==> config.mk <==
export PLATFORM = sky130hd
export DESIGN_NAME = fea_divider
export DESIGN_NICKNAME = d
export VERILOG_FILES = /design/src/rtl/fea_divider.sv
export SDC_FILE = /design/constraint.sdc
export NUM_CORES = 1
export LEC_CHECK = 0
export BUFFER_PORTS_ARGS = -buffer_cell sky130_fd_sc_hd__buf_2
export CAP_MARGIN = 15
export CORE_MARGIN = 1.5
export CORE_UTILIZATION = 55
export CTS_CLUSTER_DIAMETER = 120
export DETAILED_ROUTE_END_ITERATION = 12
export PLACE_DENSITY = 0.78
export SYNTH_ARGS = -nofsm -noshare
export SYNTH_HDL_FRONTEND = slang
export SYNTH_SLANG_ARGS = --single-unit
==> constraint.sdc <==
create_clock -name clk -period 4.5 [get_ports clk]
set_input_delay 0.675 -clock clk [delete_from_list [all_inputs] [get_ports clk]]
set_output_delay 0.675 -clock clk [all_outputs]
set_load 0.05 [all_outputs]
==> src/rtl/fea_divider.sv <==
// fea_divider: bit-serial remainder unit, one quotient bit per cycle
// depends on nothing
module fea_divider (
    input  logic        clk,
    input  logic        rst_n,
    input  logic        go,
    input  logic [63:0] dividend,
    input  logic [63:0] divisor,
    output logic        done,
    output logic [63:0] remainder
);

    logic [64:0] rem_reg, rem_next;
    logic [63:0] num_reg, num_next;
    logic [63:0] den_reg, den_next;
    logic [6:0]  cnt_reg, cnt_next;
    logic        busy_reg, busy_next;
    logic [64:0] shifted;
    logic [64:0] diff;

    // one restoring step per cycle
    always_comb
    begin
        shifted   = {rem_reg[63:0], num_reg[63]};
        diff      = shifted - {1'b0, den_reg};
        rem_next  = rem_reg;
        num_next  = num_reg;
        den_next  = den_reg;
        cnt_next  = cnt_reg;
        busy_next = busy_reg;
        if (go)
        begin
            rem_next  = '0;
            num_next  = dividend;
            den_next  = divisor;
            cnt_next  = 7'd64;
            busy_next = 1'b1;
        end
        else if (busy_reg)
        begin
            rem_next = diff[64] ? shifted : diff;
            num_next = {num_reg[62:0], 1'b0};
            cnt_next = cnt_reg - 7'd1;
            if (cnt_reg == 7'd1)
                busy_next = 1'b0;
        end
    end

    always_ff @(posedge clk or negedge rst_n)
    begin
        if (!rst_n)
        begin
            busy_reg <= 1'b0;
            cnt_reg  <= '0;
        end
        else
        begin
            busy_reg <= busy_next;
            cnt_reg  <= cnt_next;
        end
    end

    always_ff @(posedge clk)
    begin
        rem_reg <= rem_next;
        num_reg <= num_next;
        den_reg <= den_next;
    end

    assign done      = busy_reg && (cnt_reg == 7'd1);
    assign remainder = rem_next[63:0];

endmodule

Word level (Yosys, flattened, before mapping)
Cells that the tools add are included.
- add/subtract/negate cells: 2
- equal/unequal tests: 1
- multiplexer cells: 10
- reductions and logical operators: 2
- operators by type and width (kind ; number):
    64-bit 2-to-1 mux ; 5
    65-bit by 64-bit subtractor with 65-bit output ; 1
    7-bit 2-to-1 mux ; 2
    7-bit by 1-bit equality test with 1-bit output (second input constant) ; 1
    7-bit by 1-bit subtractor with 7-bit output (second input constant) ; 1
    1-bit 2-to-1 mux ; 3
    2-bit nonzero test ; 1
    1-bit logical AND ; 1
- bits in registers: 200

Longest topological paths before layout
Gate-level depths: netlist (run 1).
- depth in word-level cells: 4
- mapped depth: 15

Worst setup path before layout (run 1)
No wires, ideal clock.
- kind: reg2out
- from: register num_reg[63]
- to: output remainder[15]
- arrival: 4.145 ns
- required time: 3.825 ns
- path slack: -0.320 ns
- stages on the path, launching flop included: 14
- cell sequence: edfxtp_1 inv_1 ha_1 fa_1 nand2b_1 a21o_1 a31o_2 a21oi_2 a2111oi_4 o21ai_1 o21a_1 nand2_2 or3_1 a311oi_1
- cells in the longest elaborated chain, start to end: 4
- RTL lines (item ; line ; text):
    from (decl) ; 14 ; logic [63:0] num_reg, num_next;
    from (signal assigned) ; 66 ; num_reg <= num_next;
    65-bit by 64-bit subtractor with 65-bit output ; 25 ; diff = shifted - {1'b0, den_reg};
    64-bit 2-to-1 mux ; 41 ; rem_next = diff[64] ? shifted : diff;
    64-bit 2-to-1 mux ; 39 ; else if (busy_reg)
    64-bit 2-to-1 mux ; 31 ; if (go)
    to (decl) ; 10 ; output logic [63:0] remainder
Every way passes these cells.

Worst setup path in the final report (run 1)
- from: register num_reg[63]
- to: output remainder[35]
The elaborated chain is that of the path after synthesis.

==> flow_results.xml, run 1 <==
<?xml version="1.0" encoding="UTF-8"?>
<metrics>
  <group name="timing">
    <metric name="rsz_0062_raised_after_global_routing" unit="">yes</metric>
    <metric name="finalMaxSlewViolations" unit="">0</metric>
    <metric name="timing.fmax" unit="MHz">218</metric>
    <metric name="period_needed" unit="ns">4.58</metric>
    <metric name="min_period_over_period" unit="%">102</metric>
    <metric name="worst_slew_margin_rel" unit="%">49.4</metric>
    <metric name="finalSetupViolCount" unit="">43</metric>
    <metric name="worst_slew_pin_slew" unit="ns">0.760</metric>
    <metric name="worst_setup_margin" unit="ns">-0.0806</metric>
    <metric name="worst_clock_skew" unit="ns">0.0129</metric>
    <metric name="totalNegativeSetupSlack" unit="ns">-1.80</metric>
    <metric name="hold_violations" unit="">0</metric>
  </group>
  <group name="global_routing">
    <metric name="gr-total-overflow" unit="">0</metric>
    <metric name="grt_use_met1" unit="%">35.6</metric>
    <metric name="grt_first_pass_wirelength" unit="um">48400</metric>
    <metric name="grtUsageMet3" unit="%">7.20</metric>
    <metric name="number_of_global_route_vias_before_repair" unit="">9666</metric>
    <metric name="grtUsageTotal" unit="%">27.4</metric>
    <metric name="grt_start_max_net_pins" unit="">124</metric>
    <metric name="gr-max-usage-layer" unit="">met2</metric>
    <metric name="met2_usage" unit="%">43.0</metric>
    <metric name="initial_antenna_violation_count" unit="">1</metric>
  </group>
  <group name="synthesis">
    <metric name="yosys-top-cells-area" unit="">edfxtp_1 32%, dfxtp_1 11%, ha_1 7.0%</metric>
    <metric name="synth_top_family_by_area" unit="">compound AO/OA/AOI/OAI gates</metric>
    <metric name="ys.flop_type" unit="">edfxtp_1</metric>
    <metric name="synth_area_in_compound_gates" unit="%">18.2</metric>
    <metric name="netlist.top_cell.by_area" unit="">edfxtp_1</metric>
    <metric name="synth.area.mux_share" unit="%">6.48</metric>
    <metric name="synth-edff-count" unit="">128</metric>
    <metric name="synth_cell_type_count" unit="">74</metric>
    <metric name="synth_area_per_cell" unit="um^2">9.73</metric>
    <metric name="synthDominantCellAreaShare" unit="%">32.4</metric>
    <metric name="synthAdderAreaFrac" unit="%">7.12</metric>
    <metric name="yosys_register_bits" unit="">200</metric>
    <metric name="synth-xor-area-share" unit="%">4.06</metric>
    <metric name="synth-seq-area-share" unit="%">44.8</metric>
    <metric name="yosys.area_share.simple" unit="%">14.3</metric>
    <metric name="asyncSetResetFlopFracSynth" unit="%">4.00</metric>
    <metric name="netlist_instances" unit="">1221</metric>
    <metric name="netlist_area" unit="um^2">11900</metric>
    <metric name="number_of_warnings_issued_by_yosys" unit="">0</metric>
    <metric name="syn-num-nets" unit="">1419</metric>
  </group>
  <group name="critical_path">
    <metric name="worst_path_largest_cell_delay" unit="ns">0.41</metric>
    <metric name="worst-setup-path-type" unit="">reg2out</metric>
    <metric name="worst_path_most_repeated_cell" unit="">buf_6</metric>
    <metric name="worstPathCellList" unit="">inv_1 &gt; ha_2 &gt; fa_2 &gt; nand2b_4 &gt; a21o_1 &gt; a31o_4 &gt; a21oi_4 &gt; a2111oi_4 &gt; o21a_2 &gt; o221ai_4 &gt; nor2_4 &gt; buf_4 &gt; buf_6 &gt; nand2_1 &gt; a311oi_2 &gt; buf_6</metric>
    <metric name="regToRegStartpoint" unit="">num_reg[63]</metric>
    <metric name="reg2reg_slack" unit="ns">1.04</metric>
    <metric name="crit-reg2reg-capture" unit="">rem_reg[29]</metric>
    <metric name="timing.critical_path.slowest_stage_cell" unit="">edfxtp_1</metric>
    <metric name="reg2reg_depth" unit="">16</metric>
    <metric name="critical_path.n_buffers_inverters" unit="">4</metric>
    <metric name="worst-endpoint-arrival" unit="ns">3.91</metric>
    <metric name="timing.critical_path.required" unit="ns">3.83</metric>
    <metric name="endpoint_kind" unit="">output port</metric>
    <metric name="cp_top_family" unit="">compound AO/OA/AOI/OAI gates</metric>
    <metric name="crit_path_max_fanout" unit="">7</metric>
    <metric name="cp-start-kind" unit="">register</metric>
  </group>
  <group name="status">
    <metric name="status" unit="">finished with violations</metric>
    <metric name="failed_checks" unit="">negative setup slack</metric>
  </group>
  <group name="finish">
    <metric name="area_growth" unit="%">29.6</metric>
    <metric name="drive_above_1_share" unit="%">34.5</metric>
    <metric name="final_net_count" unit="">1637</metric>
    <metric name="final_cells" unit="">1728</metric>
    <metric name="fillers" unit="">1509</metric>
  </group>
  <group name="route">
    <metric name="vias" unit="">10225</metric>
    <metric name="drt-total-wl" unit="um">32200</metric>
    <metric name="wl_per_cell" unit="um">18.6</metric>
    <metric name="detail_route.vias_per_cell" unit="">5.92</metric>
    <metric name="first_iter_violations" unit="">653</metric>
    <metric name="antenna_left" unit="">0</metric>
    <metric name="drt_drc_violations_left" unit="">0</metric>
    <metric name="detail_route.first_pass.iterations" unit="">5</metric>
  </group>
  <group name="cts">
    <metric name="numClockSinks" unit="">200</metric>
    <metric name="clk_pin_slew" unit="ns">0.08</metric>
    <metric name="clk_root_buffer_cell" unit="">clkbuf_16</metric>
    <metric name="cts_buffers" unit="">17</metric>
    <metric name="htreeDepth" unit="">4</metric>
    <metric name="tritoncts" unit="">yes</metric>
    <metric name="worst_skew_pair.late_latency" unit="ns">0.45</metric>
    <metric name="clk_path_buf_depth" unit="">2</metric>
  </group>
  <group name="placed_design">
    <metric name="dp.cells" unit="">1660</metric>
    <metric name="routabilityCongestion" unit="">0.911</metric>
    <metric name="io_buffers" unit="">195</metric>
    <metric name="post-place-ws" unit="ns">0.0117</metric>
    <metric name="detailedPlacementHpwl" unit="um">22300</metric>
  </group>
  <group name="die">
    <metric name="core_area" unit="um^2">21100</metric>
    <metric name="die_area" unit="um^2">22500</metric>
    <metric name="floorplan.die.width" unit="um">150</metric>
    <metric name="io_pins" unit="">196</metric>
    <metric name="number_of_core_rows" unit="">53</metric>
    <metric name="initial_utilization" unit="%">56.3</metric>
    <metric name="die_h" unit="um">150</metric>
  </group>
  <group name="run">
    <metric name="max_cap_violations" unit="">0</metric>
  </group>
  <group name="power">
    <metric name="p_per_area" unit="nW/um^2">348</metric>
    <metric name="power.leakage" unit="nW">6.42</metric>
    <metric name="worst_ir_drop_vdd" unit="V">0.000243</metric>
  </group>
  <group name="hold_path">
    <metric name="timing.hold.worst.class" unit="">in2async</metric>
  </group>
</metrics>
==> per-stage QoR <==
step,hold slack [ns],util [%],power (W),cell area [um^2]
after floorplan,0.379,-,0.00326,12200
after global placement,0.493,64.3,0.00357,13600
after detailed placement,0.492,64.3,0.00360,13600
after CTS,0.0477,70.0,0.00528,14800
after global routing,0.0483,73.0,0.00558,15400
final,0.0516,73.0,0.00536,15400
==> cell usage after synthesis, types with 9 or more instances <==
| master | count |
|---|---|
| inv_1 | 81 |
| nand4_1 | 18 |
| edfxtp_1 | 128 |
| a211oi_1 | 11 |
| nor3_1 | 15 |
| a21o_1 | 34 |
| xor2_1 | 20 |
| a21oi_1 | 80 |
| a31oi_1 | 10 |
| xnor2_1 | 35 |
| buf_2 | 17 |
| nor2b_1 | 10 |
| o21ai_0 | 44 |
| nand3_1 | 18 |
| or3_1 | 9 |
| o211ai_1 | 10 |
| nand2_1 | 151 |
| and2_1 | 10 |
| dfxtp_1 | 64 |
| nand2b_1 | 11 |
| mux2_2 | 63 |
| o21a_1 | 9 |
| clkbuf_1 | 35 |
| a311oi_1 | 54 |
| ha_1 | 66 |
| nor2_1 | 109 |
| o21ai_1 | 12 |
==> logic make-up after synthesis <==
| kind of cell | Yosys count |
|---|---|
| flip-flops | 200 |
| buffers and inverters | 142 |
| AND/OR/NAND/NOR | 376 |
| multiplexers | 69 |
| XOR/XNOR | 55 |
| adder cells (fa/ha/maj) | 67 |
| AO/OA/AOI/OAI | 312 |
==> cells in the final DEF (no fill, tap or decap), types with 56 or more instances in the layout <==
cell      netlist  routed
buf_4           6      56
edfxtp_1      128     128
a21oi_1        80      71
buf_2          17     130
buf_6           2      64
nor2_1        109     109
inv_1          81      79
dfxtp_1        64      64
nand2_1       151     132
mux2_2         63      63
==> layer usage <==
metal	vias to the layer above	share of wire, %
met5	-	0
met3	69	7.8
met2	407	47
li1	4896	-
met4	0	3.3
met1	4853	42
==> area by class of cell <==
class | count | area, um^2 | share of cell area [%]
clock buffers | 17 | 425 | 2.76
well taps | 275 | 344 | 2.24
repair buffers | 260 | 2000 | 13.0
clock inverters | 15 | 195 | 1.27
flip-flops and latches | 200 | 5330 | 34.6
multi-input cells | 879 | 6790 | 44.1
inverters | 81 | 304 | 1.98
diodes | 1 | 2.50 | 0.0163
==> what timing repair did <==
action,CTS,global route
resized for setup,134,100
setup endpoints to repair,64,64
pin swaps,27,49
hold buffers,0,0
setup buffers,12,19
cloned,1,3
==> worst max-delay path by stage <==
stage | end | cells after the start | slack (ns) | from
after floorplan | remainder[55] | 14 | 0.03 | num_reg[63]
after global placement | remainder[57] | 15 | 0.16 | num_reg[63]
after detailed placement | remainder[57] | 15 | 0.01 | num_reg[63]
after CTS | remainder[57] | 15 | -0.08 | num_reg[63]
after global routing | remainder[59] | 14 | -0.19 | den_reg[10]
final | remainder[35] | 16 | -0.08 | num_reg[63]
==> power breakdown <==
group          leakage, nW  switching, W  internal (W)
clock network        0.295      0.000831      0.000764
logic                 4.21      0.000862      0.000616
registers             1.92      0.000114       0.00217
(Power assumes the default switching activity.)
==> run 2, diff against run 1 <==
Settings changed: ABC_AREA from default to 1, GPL_ROUTABILITY_DRIVEN from default to 0, PLACE_DENSITY 0.78 to 0.77.
==> flow_results.xml, run 2 <==
<?xml version="1.0" encoding="UTF-8"?>
<metrics>
  <group name="cts">
    <metric name="worst_skew_pair.late_latency" unit="ns">0.49</metric>
    <metric name="cts_buffers" unit="">17</metric>
    <metric name="tritoncts" unit="">yes</metric>
    <metric name="postCtsSetupRepairBufs" unit="">0</metric>
    <metric name="htreeDepth" unit="">4</metric>
    <metric name="clk_root_buffer_cell" unit="">clkbuf_16</metric>
    <metric name="clk_pin_slew" unit="ns">0.10</metric>
    <metric name="clk_path_buf_depth" unit="">2</metric>
    <metric name="numClockSinks" unit="">200</metric>
  </group>
  <group name="synthesis">
    <metric name="yosys.cell_count.top_type" unit="">nand2_1</metric>
    <metric name="syn-num-nets" unit="">2548</metric>
    <metric name="netlist_instances" unit="">2350</metric>
    <metric name="yosys-top-cells-area" unit="">edfxtp_1 26%, nand2_1 24%, inv_1 12%</metric>
    <metric name="synth_top_cells_by_count" unit="">953 x nand2_1, 467 x inv_1, 242 x nor2_1</metric>
    <metric name="ys.flop_type" unit="">edfxtp_1</metric>
    <metric name="number_of_warnings_issued_by_yosys" unit="">0</metric>
    <metric name="synthDominantCellAreaShare" unit="%">25.8</metric>
    <metric name="synth-seq-area-share" unit="%">35.7</metric>
    <metric name="synth_cell_type_count" unit="">37</metric>
    <metric name="synth-edff-count" unit="">128</metric>
    <metric name="yosys_register_bits" unit="">200</metric>
    <metric name="synth_area_per_cell" unit="um^2">6.34</metric>
    <metric name="netlist.top_cell.by_area" unit="">edfxtp_1</metric>
    <metric name="asyncSetResetFlopFracSynth" unit="%">4.00</metric>
    <metric name="netlist_area" unit="um^2">14900</metric>
  </group>
  <group name="critical_path">
    <metric name="worst_path_largest_cell_delay" unit="ns">0.42</metric>
    <metric name="worst-endpoint-arrival" unit="ns">3.51</metric>
    <metric name="timing.critical_path.slowest_stage_cell" unit="">fa_1</metric>
    <metric name="endpoint_kind" unit="">output port</metric>
    <metric name="worst-setup-path-type" unit="">reg2out</metric>
    <metric name="reg2reg_depth" unit="">20</metric>
    <metric name="crit_path_max_fanout" unit="">45</metric>
    <metric name="critical_path.n_buffers_inverters" unit="">4</metric>
    <metric name="worst_path_most_repeated_cell" unit="">nand2_1</metric>
    <metric name="cp_top_family" unit="">simple AND/OR/NAND/NOR gates</metric>
    <metric name="critical_path_stages" unit="">21</metric>
    <metric name="timing.critical_path.required" unit="ns">3.83</metric>
    <metric name="worstPathCellList" unit="">inv_1 &gt; ha_1 &gt; fa_1 &gt; inv_1 &gt; nand2_1 &gt; nand2_1 &gt; nand3_1 &gt; nand2_2 &gt; nand2_1 &gt; nand2_2 &gt; nand2_1 &gt; nand2_2 &gt; nand2_4 &gt; nand2_4 &gt; nand2_4 &gt; nand2_4 &gt; nand2_1 &gt; nand3_1 &gt; nand2_1 &gt; inv_1 &gt; buf_2</metric>
    <metric name="cp-start-kind" unit="">register</metric>
  </group>
  <group name="power">
    <metric name="p_per_area" unit="nW/um^2">648</metric>
    <metric name="power.leakage" unit="nW">10.0</metric>
    <metric name="worst_ir_drop_vdd" unit="V">0.000396</metric>
  </group>
  <group name="global_routing">
    <metric name="grt_first_pass_wirelength" unit="um">65000</metric>
    <metric name="gr-total-overflow" unit="">0</metric>
    <metric name="grt_start_max_net_pins" unit="">82</metric>
    <metric name="gr-max-usage-layer" unit="">met2</metric>
    <metric name="grtUsageTotal" unit="%">28.9</metric>
    <metric name="grtUsageMet3" unit="%">7.42</metric>
    <metric name="grt_use_met1" unit="%">36.4</metric>
    <metric name="number_of_global_route_vias_before_repair" unit="">13384</metric>
    <metric name="initial_antenna_violation_count" unit="">2</metric>
    <metric name="met2_usage" unit="%">47.0</metric>
  </group>
  <group name="hold_path">
    <metric name="timing.hold.worst.class" unit="">in2async</metric>
  </group>
  <group name="status">
    <metric name="failed_checks" unit="">design-rule violations</metric>
    <metric name="status" unit="">finished with violations</metric>
  </group>
  <group name="placed_design">
    <metric name="dpl_cell_area" unit="um^2">16100</metric>
    <metric name="detailedPlacementHpwl" unit="um">31000</metric>
    <metric name="io_buffers" unit="">195</metric>
  </group>
  <group name="finish">
    <metric name="most-common-layout-cells" unit="">952 x nand2_1, 466 x inv_1, 242 x nor2_1, 194 x buf_2, 155 x nand3_1</metric>
    <metric name="layout_commonest_cell" unit="">nand2_1</metric>
    <metric name="area_growth" unit="%">12.4</metric>
    <metric name="drive_above_1_share" unit="%">11.6</metric>
    <metric name="final_net_count" unit="">2717</metric>
    <metric name="final_area" unit="um^2">16800</metric>
  </group>
  <group name="timing">
    <metric name="finalMaxSlewViolations" unit="">0</metric>
    <metric name="hold_violations" unit="">0</metric>
    <metric name="worst_slew_pin_slew" unit="ns">0.820</metric>
    <metric name="totalNegativeSetupSlack" unit="ns">0</metric>
    <metric name="timing.fmax" unit="MHz">239</metric>
    <metric name="worst_slew_margin_rel" unit="%">45.4</metric>
    <metric name="min_period_over_period" unit="%">93.1</metric>
    <metric name="period_needed" unit="ns">4.19</metric>
    <metric name="worst_clock_skew" unit="ns">0.0306</metric>
    <metric name="finalSetupViolCount" unit="">0</metric>
    <metric name="rsz_0062_raised_after_global_routing" unit="">no</metric>
  </group>
  <group name="die">
    <metric name="initial_utilization" unit="%">55.6</metric>
    <metric name="io_pins" unit="">196</metric>
    <metric name="floorplan.die.width" unit="um">168</metric>
    <metric name="number_of_core_rows" unit="">60</metric>
    <metric name="die_h" unit="um">168</metric>
    <metric name="die_area" unit="um^2">28100</metric>
    <metric name="core_area" unit="um^2">26800</metric>
  </group>
  <group name="route">
    <metric name="antenna_left" unit="">0</metric>
    <metric name="first_iter_violations" unit="">1254</metric>
    <metric name="wl_per_cell" unit="um">14.0</metric>
    <metric name="drt-total-wl" unit="um">40200</metric>
    <metric name="vias" unit="">14567</metric>
    <metric name="drt_drc_violations_left" unit="">2</metric>
    <metric name="detail_route.vias_per_cell" unit="">5.06</metric>
    <metric name="detail_route.first_pass.iterations" unit="">10</metric>
  </group>
  <group name="run">
    <metric name="max_cap_violations" unit="">0</metric>
  </group>
</metrics>
## run 2: logic make-up (layout without fill, tap and decap cells)
family	Yosys count	count (layout)	synth area share (%)
buffers and inverters	530	712	13.8
adder cells (fa/ha/maj)	67	67	5.67
AND/OR/NAND/NOR	1444	1444	40.2
AO/OA/AOI/OAI	78	78	2.74
other	0	4	0
flip-flops	200	200	35.7
XOR/XNOR	31	31	1.82
## run 2: where the power goes
part           internal, W  leakage, nW  switching (W)
combinational      0.00189         7.77        0.00470
sequential         0.00237         1.95       0.000319
clock             0.000754        0.296       0.000823
total              0.00501         10.0        0.00584
## run 2: worst paths after layout
kind,startpoint,endpoint,slack [ns]
hold reg to reg,num_reg[60],num_reg[61],0.51
setup reg to reg,num_reg[63],rem_reg[24],1.65
setup / recovery,num_reg[63],remainder[24],0.31
hold / removal,rst_n,cnt_reg[5],0.03
max in group asynchronous,rst_n,busy_reg,4.27
min in group clk,divisor[11],den_reg[11],0.36
## run 2: routing by layer
metal,vias up,part of all wire [%]
met3,106,9.1
met1,6441,43
met2,593,44
met4,0,4.0
met5,-,0
li1,7427,-
## run 2: final cells by class
class,count,area (um^2)
fillers,2529,10000
multi-input cells,1620,7520
flip-flops and latches,200,5330
inverters,476,1790
repair buffers,204,1080
well taps,341,427
clock buffers,17,425
clock inverters,15,178
diodes,4,10.0
## run 2: through the flow
step | util, % | setup WS (ns) | total power [W] | std cells | hold slack, ns
floorplan | - | 1.01 | 0.00766 | 2350 | 0.379
global placement | 60.2 | 0.902 | 0.00909 | 2841 | 0.496
detailed placement | 60.2 | 0.754 | 0.00916 | 2841 | 0.496
CTS | 62.5 | 0.230 | 0.0108 | 2873 | 0.0303
global route | 62.5 | 0.0602 | 0.0117 | 2874 | 0.0219
finish | 62.5 | 0.311 | 0.0108 | 2877 | 0.0302
## run 2: worst register-to-register path: cells and delay by family, from the launching register on
family,cells,cell delay (ns)
AND/OR/NAND/NOR,15,1.57
buffers and inverters,3,0.20
flip-flops,1,0.36
adder cells (fa/ha/maj),2,0.65
## run 2: repair_timing
action | CTS | global route
resized for setup | 0 | 1
endpoints found under the setup margin | 0 | 1
hold buffers | 0 | 0
